<file path="config.mk">
export PLATFORM = sky130hd
export DESIGN_NAME = esc_char_class
export DESIGN_NICKNAME = d
export VERILOG_FILES = /design/src/esc_pkg.sv /design/src/esc_char_class.sv
export SDC_FILE = /design/constraint.sdc
export NUM_CORES = 1
export LEC_CHECK = 0
export BUFFER_PORTS_ARGS = -buffer_cell sky130_fd_sc_hd__buf_2
export CORE_AREA = 2 2 39 41
export DETAILED_ROUTE_END_ITERATION = 10
export DIE_AREA = 0 0 41 43
export GPL_TIMING_DRIVEN = 0
export PLACE_DENSITY = 0.41
export SLEW_MARGIN = 15
export SYNTH_ARGS = -nofsm -noshare
export SYNTH_HDL_FRONTEND = slang
export SYNTH_SLANG_ARGS = --single-unit
</file>
<file path="constraint.sdc">
create_clock -name vclk -period 1.6
set_input_delay 0.32 -clock vclk [all_inputs]
set_output_delay 0.32 -clock vclk [all_outputs]
set_load 0.03 [all_outputs]
</file>
<file path="src/esc_pkg.sv">
`default_nettype none
// ----------------------------------------------------------------------------
// Email syntax checker package
// Character codes and the byte class record shared by the checker modules.
// ----------------------------------------------------------------------------
package esc_pkg;

   localparam logic [7:0] CHAR_AT     = 8'd64;
   localparam logic [7:0] CHAR_DOT    = 8'd46;
   localparam logic [7:0] CHAR_UNDER  = 8'd95;
   localparam logic [7:0] CHAR_DASH   = 8'd45;
   localparam logic [7:0] LETTER_LOW  = 8'd65;
   localparam logic [7:0] LETTER_HIGH = 8'd122;
   localparam logic [7:0] GAP_LOW     = 8'd91;
   localparam logic [7:0] GAP_HIGH    = 8'd96;
   localparam logic [7:0] DIGIT_LOW   = 8'd48;
   localparam logic [7:0] DIGIT_HIGH  = 8'd57;
   localparam logic [1:0] TAIL_MIN    = 2'd2;

   typedef struct packed {
      logic is_letter;
      logic is_digit;
      logic is_at;
      logic is_dot;
      logic is_under;
      logic is_dash;
   } char_class_type;

endpackage
`default_nettype wire

</file>
<file path="src/esc_char_class.sv">
`default_nettype none
// ----------------------------------------------------------------------------
// Email syntax checker byte classifier
// Sorts one byte into letter, digit and the punctuation the rules care about.
// ----------------------------------------------------------------------------
module esc_char_class
   import esc_pkg::*;
(
   input  wire logic [7:0]     char_code,
   output char_class_type      char_class
);

   always_comb begin
      char_class.is_letter = (char_code >= LETTER_LOW) && (char_code <= LETTER_HIGH) &&
                             !((char_code >= GAP_LOW) && (char_code <= GAP_HIGH));
      char_class.is_digit  = (char_code >= DIGIT_LOW) && (char_code <= DIGIT_HIGH);
      char_class.is_at     = (char_code == CHAR_AT);
      char_class.is_dot    = (char_code == CHAR_DOT);
      char_class.is_under  = (char_code == CHAR_UNDER);
      char_class.is_dash   = (char_code == CHAR_DASH);
   end

endmodule
`default_nettype wire
</file>
==> run summary <==
The time the final worst path needs with I/O delays and setup came out at 1.66 ns. The number of warnings issued by yosys came out at 0. The standard cell area after detailed placement came out at 214 sq um. The number of slew-limit violations in the final report was 0. The worst setup path is of the input pin to primary output kind.

The checks that failed: negative setup slack. 0 antenna diodes ended up in the layout. Of the total synthesized cell area, the portion taken by XOR and XNOR cells is 0. After routing the design area is 238 sq um. The power after layout is 0.0436 mW.

The signed area change from the synthesized netlist to the final layout is 109%. The number of antenna violations at the first check in global routing came out at 0. The instance count of the mapped netlist came out at 17. The wire length the detailed router placed on met1 came out at 173 um. The initial core utilization is 0.0823. The smallest setup slack after layout is -0.0619 ns. The adder and majority gate portion of the synthesized area came out at 0.

Of the post-synthesis cell area, the dominant cell type holds 0.198. The routed wire length is 419 um. The routability-driven placement congestion ratio came out at 0.695.

Entering global routing, the biggest net connects 7 pins. The net count of the mapped netlist came out at 25. In the final layout, the multi-input gates occupy 124 sq um.

The wire length of the first global-routing pass came out at 710 um. The number of hold violations in the final report came out at 0. The detailed placer's ending HPWL is 362 um. The number of vias after detailed routing came out at 186.

The critical path endpoint category is a primary output. The ratio of total power to cell area is 183 nW/um^2. The minimum setup slack after placement came out at -0.105 ns. For this run, the register share of the synthesized area comes to 0.

The relative slew slack came out at 0.894. For the worst setup path, the data arrival time is 1.34 ns. By area the synthesized netlist is led by nor3b_1 (20%), o22ai_2 (11%), or4_4 (9.9%), nand3_1 (8.8%), nor3_1 (8.8%).

The maximum fanout along the worst path is 5. The top-level I/O count is 14. The analysis attributes to cell leakage a power of 0.103 nW. In this run the core area contains 14 standard-cell rows.

The total die area is 1760 sq um. The global-route total usage across every layer came out at 0.0519. The run finished, with violations left. The first-pass iteration count of the detailed router came out at 2. Setup violations remaining at the end of the flow were counted as 1. Input and output buffers added on the ports amount to 14. The min-delay analysis places its worst path in the category input pin to primary output.

By area, the combinational part of the netlist is dominated by simple AND/OR/NAND/NOR gates. The share of the core filled with cells came out at 0.172. The mean post-synth cell area came out at 6.70 sq um. The tool flagged a number of max-cap violations equal to 0. The number of flip-flops and latches came out at 0. The hold buffer count at CTS came out at 0. STA classifies the critical path startpoint as an input pin. In the routed layout, each cell is associated on average with a via count of 3.96.

The filler cells instantiated in the layout total 163. The via count of the first global-routing pass is 180. The layout has 0 clock buffers. The highest metal layer with signal wires is met3.

The slew of the pin with the lowest slew margin is 0.159 ns. Setup repair after global routing could not meet its margin everywhere. Derived from the worst setup path, the maximum achievable clock frequency is 602 MHz.

The share of cells above drive strength 1 came out at 0.581. The die outline height is 43 um. After global routing the overflow that remains totals 0. The commonest non-fill, non-tap cell in the layout is buf_2. The final layout net count is 41. For this run, design rule violations remaining after detail routing come to 0. The number of nets with antenna violations after routing is 0.

STA puts the critical path data required time at 1.28 ns. Of the total synthesized cell area, the portion taken by AND, OR, NAND and NOR gates is 0.802. The multiplexer fraction of the synthesized cell area is 0.

The area of all sequential standard cells is 0 sq um. The complex-gate fraction of the synthesized area came out at 0.198. nor3b_1 takes more of the synthesized area than any other cell.

The detailed route wirelength on metal3 is 51 um. Of the available clock period, the critical path in the final layout requires 1.04. The post-route worst hold slack is 0.941 ns. In the layout the commonest cells are buf_2 (9), nor3b_1 (3), buf_4 (3). The die outline width is 41 um. The unique cell type count in the Yosys netlist is 12.

The detailed router finished its first iteration with 2 violations. The routed length on met2 came out at 194 um. The synthesized netlist occupies a cell area of 114 sq um.

In the final routed layout, each cell accounts on average for 8.91 um. The area of the core is 1380 sq um. The peak ir drop on the vdd network is 46.2 uV.
==> power by group <==
part / switching, mW / internal (mW) / total [mW]
Sequential: 0 / 0 / 0
Clock: 0 / 0 / 0
Combinational: 0.0223 / 0.0213 / 0.0436
Total: 0.0223 / 0.0213 / 0.0436
==> path summary, 6_finish.rpt <==
| kind | cells after the start | slack [ns] | end | startpoint |
|---|---|---|---|---|
| min | 3 | 0.94 | char_class[5] | char_code[7] |
| max | 5 | -0.06 | char_class[5] | char_code[4] |
==> what timing repair did <==
action                                  in CTS  in global routing
resized for setup                            6                  3
pin swaps                                    1                  1
setup buffers                                0                  0
endpoints found under the setup margin       2                  3
==> cell families after synthesis <==
| family | Yosys count |
|---|---|
| AO/OA/AOI/OAI | 3 |
| AND/OR/NAND/NOR | 14 |
==> critical path: stages <==
cell and delay [ns]:
buf_8 0.10, or4_4 0.54, o22ai_2 0.15, nor3b_1 0.06
buf_4 0.16
==> metrics by stage <==
stage               std cells  setup TNS, ns
floorplan                  17         -0.128
CTS                        47         -0.101
detailed placement         47         -0.147
global route               47         -0.128
finish                     47        -0.0619
global placement           47         -0.125
==> layout make-up <==
type / count / area share
multi-input cells: 17 / 0.521
well taps: 16 / 0.0842
repair buffers: 14 / 0.395
==> synthesized netlist by cell type <==
| cell type | number |
|---|---|
| nand3_1 | 2 |
| and4_1 | 1 |
| o21ai_0 | 1 |
| nand2_1 | 2 |
| o22ai_2 | 1 |
| nor2_1 | 1 |
| nor3b_1 | 3 |
| or3b_1 | 1 |
| a21oi_1 | 1 |
| nor3_1 | 2 |
| and3b_1 | 1 |
| or4_4 | 1 |
==> layer usage <==
layer  track usage  vias up
met5             0        -
met4             0        0
met2        0.0844        8
met3        0.0105        0
met1        0.0728       81
li1              -       97
Note: power is estimated with default switching activity, not from simulation.
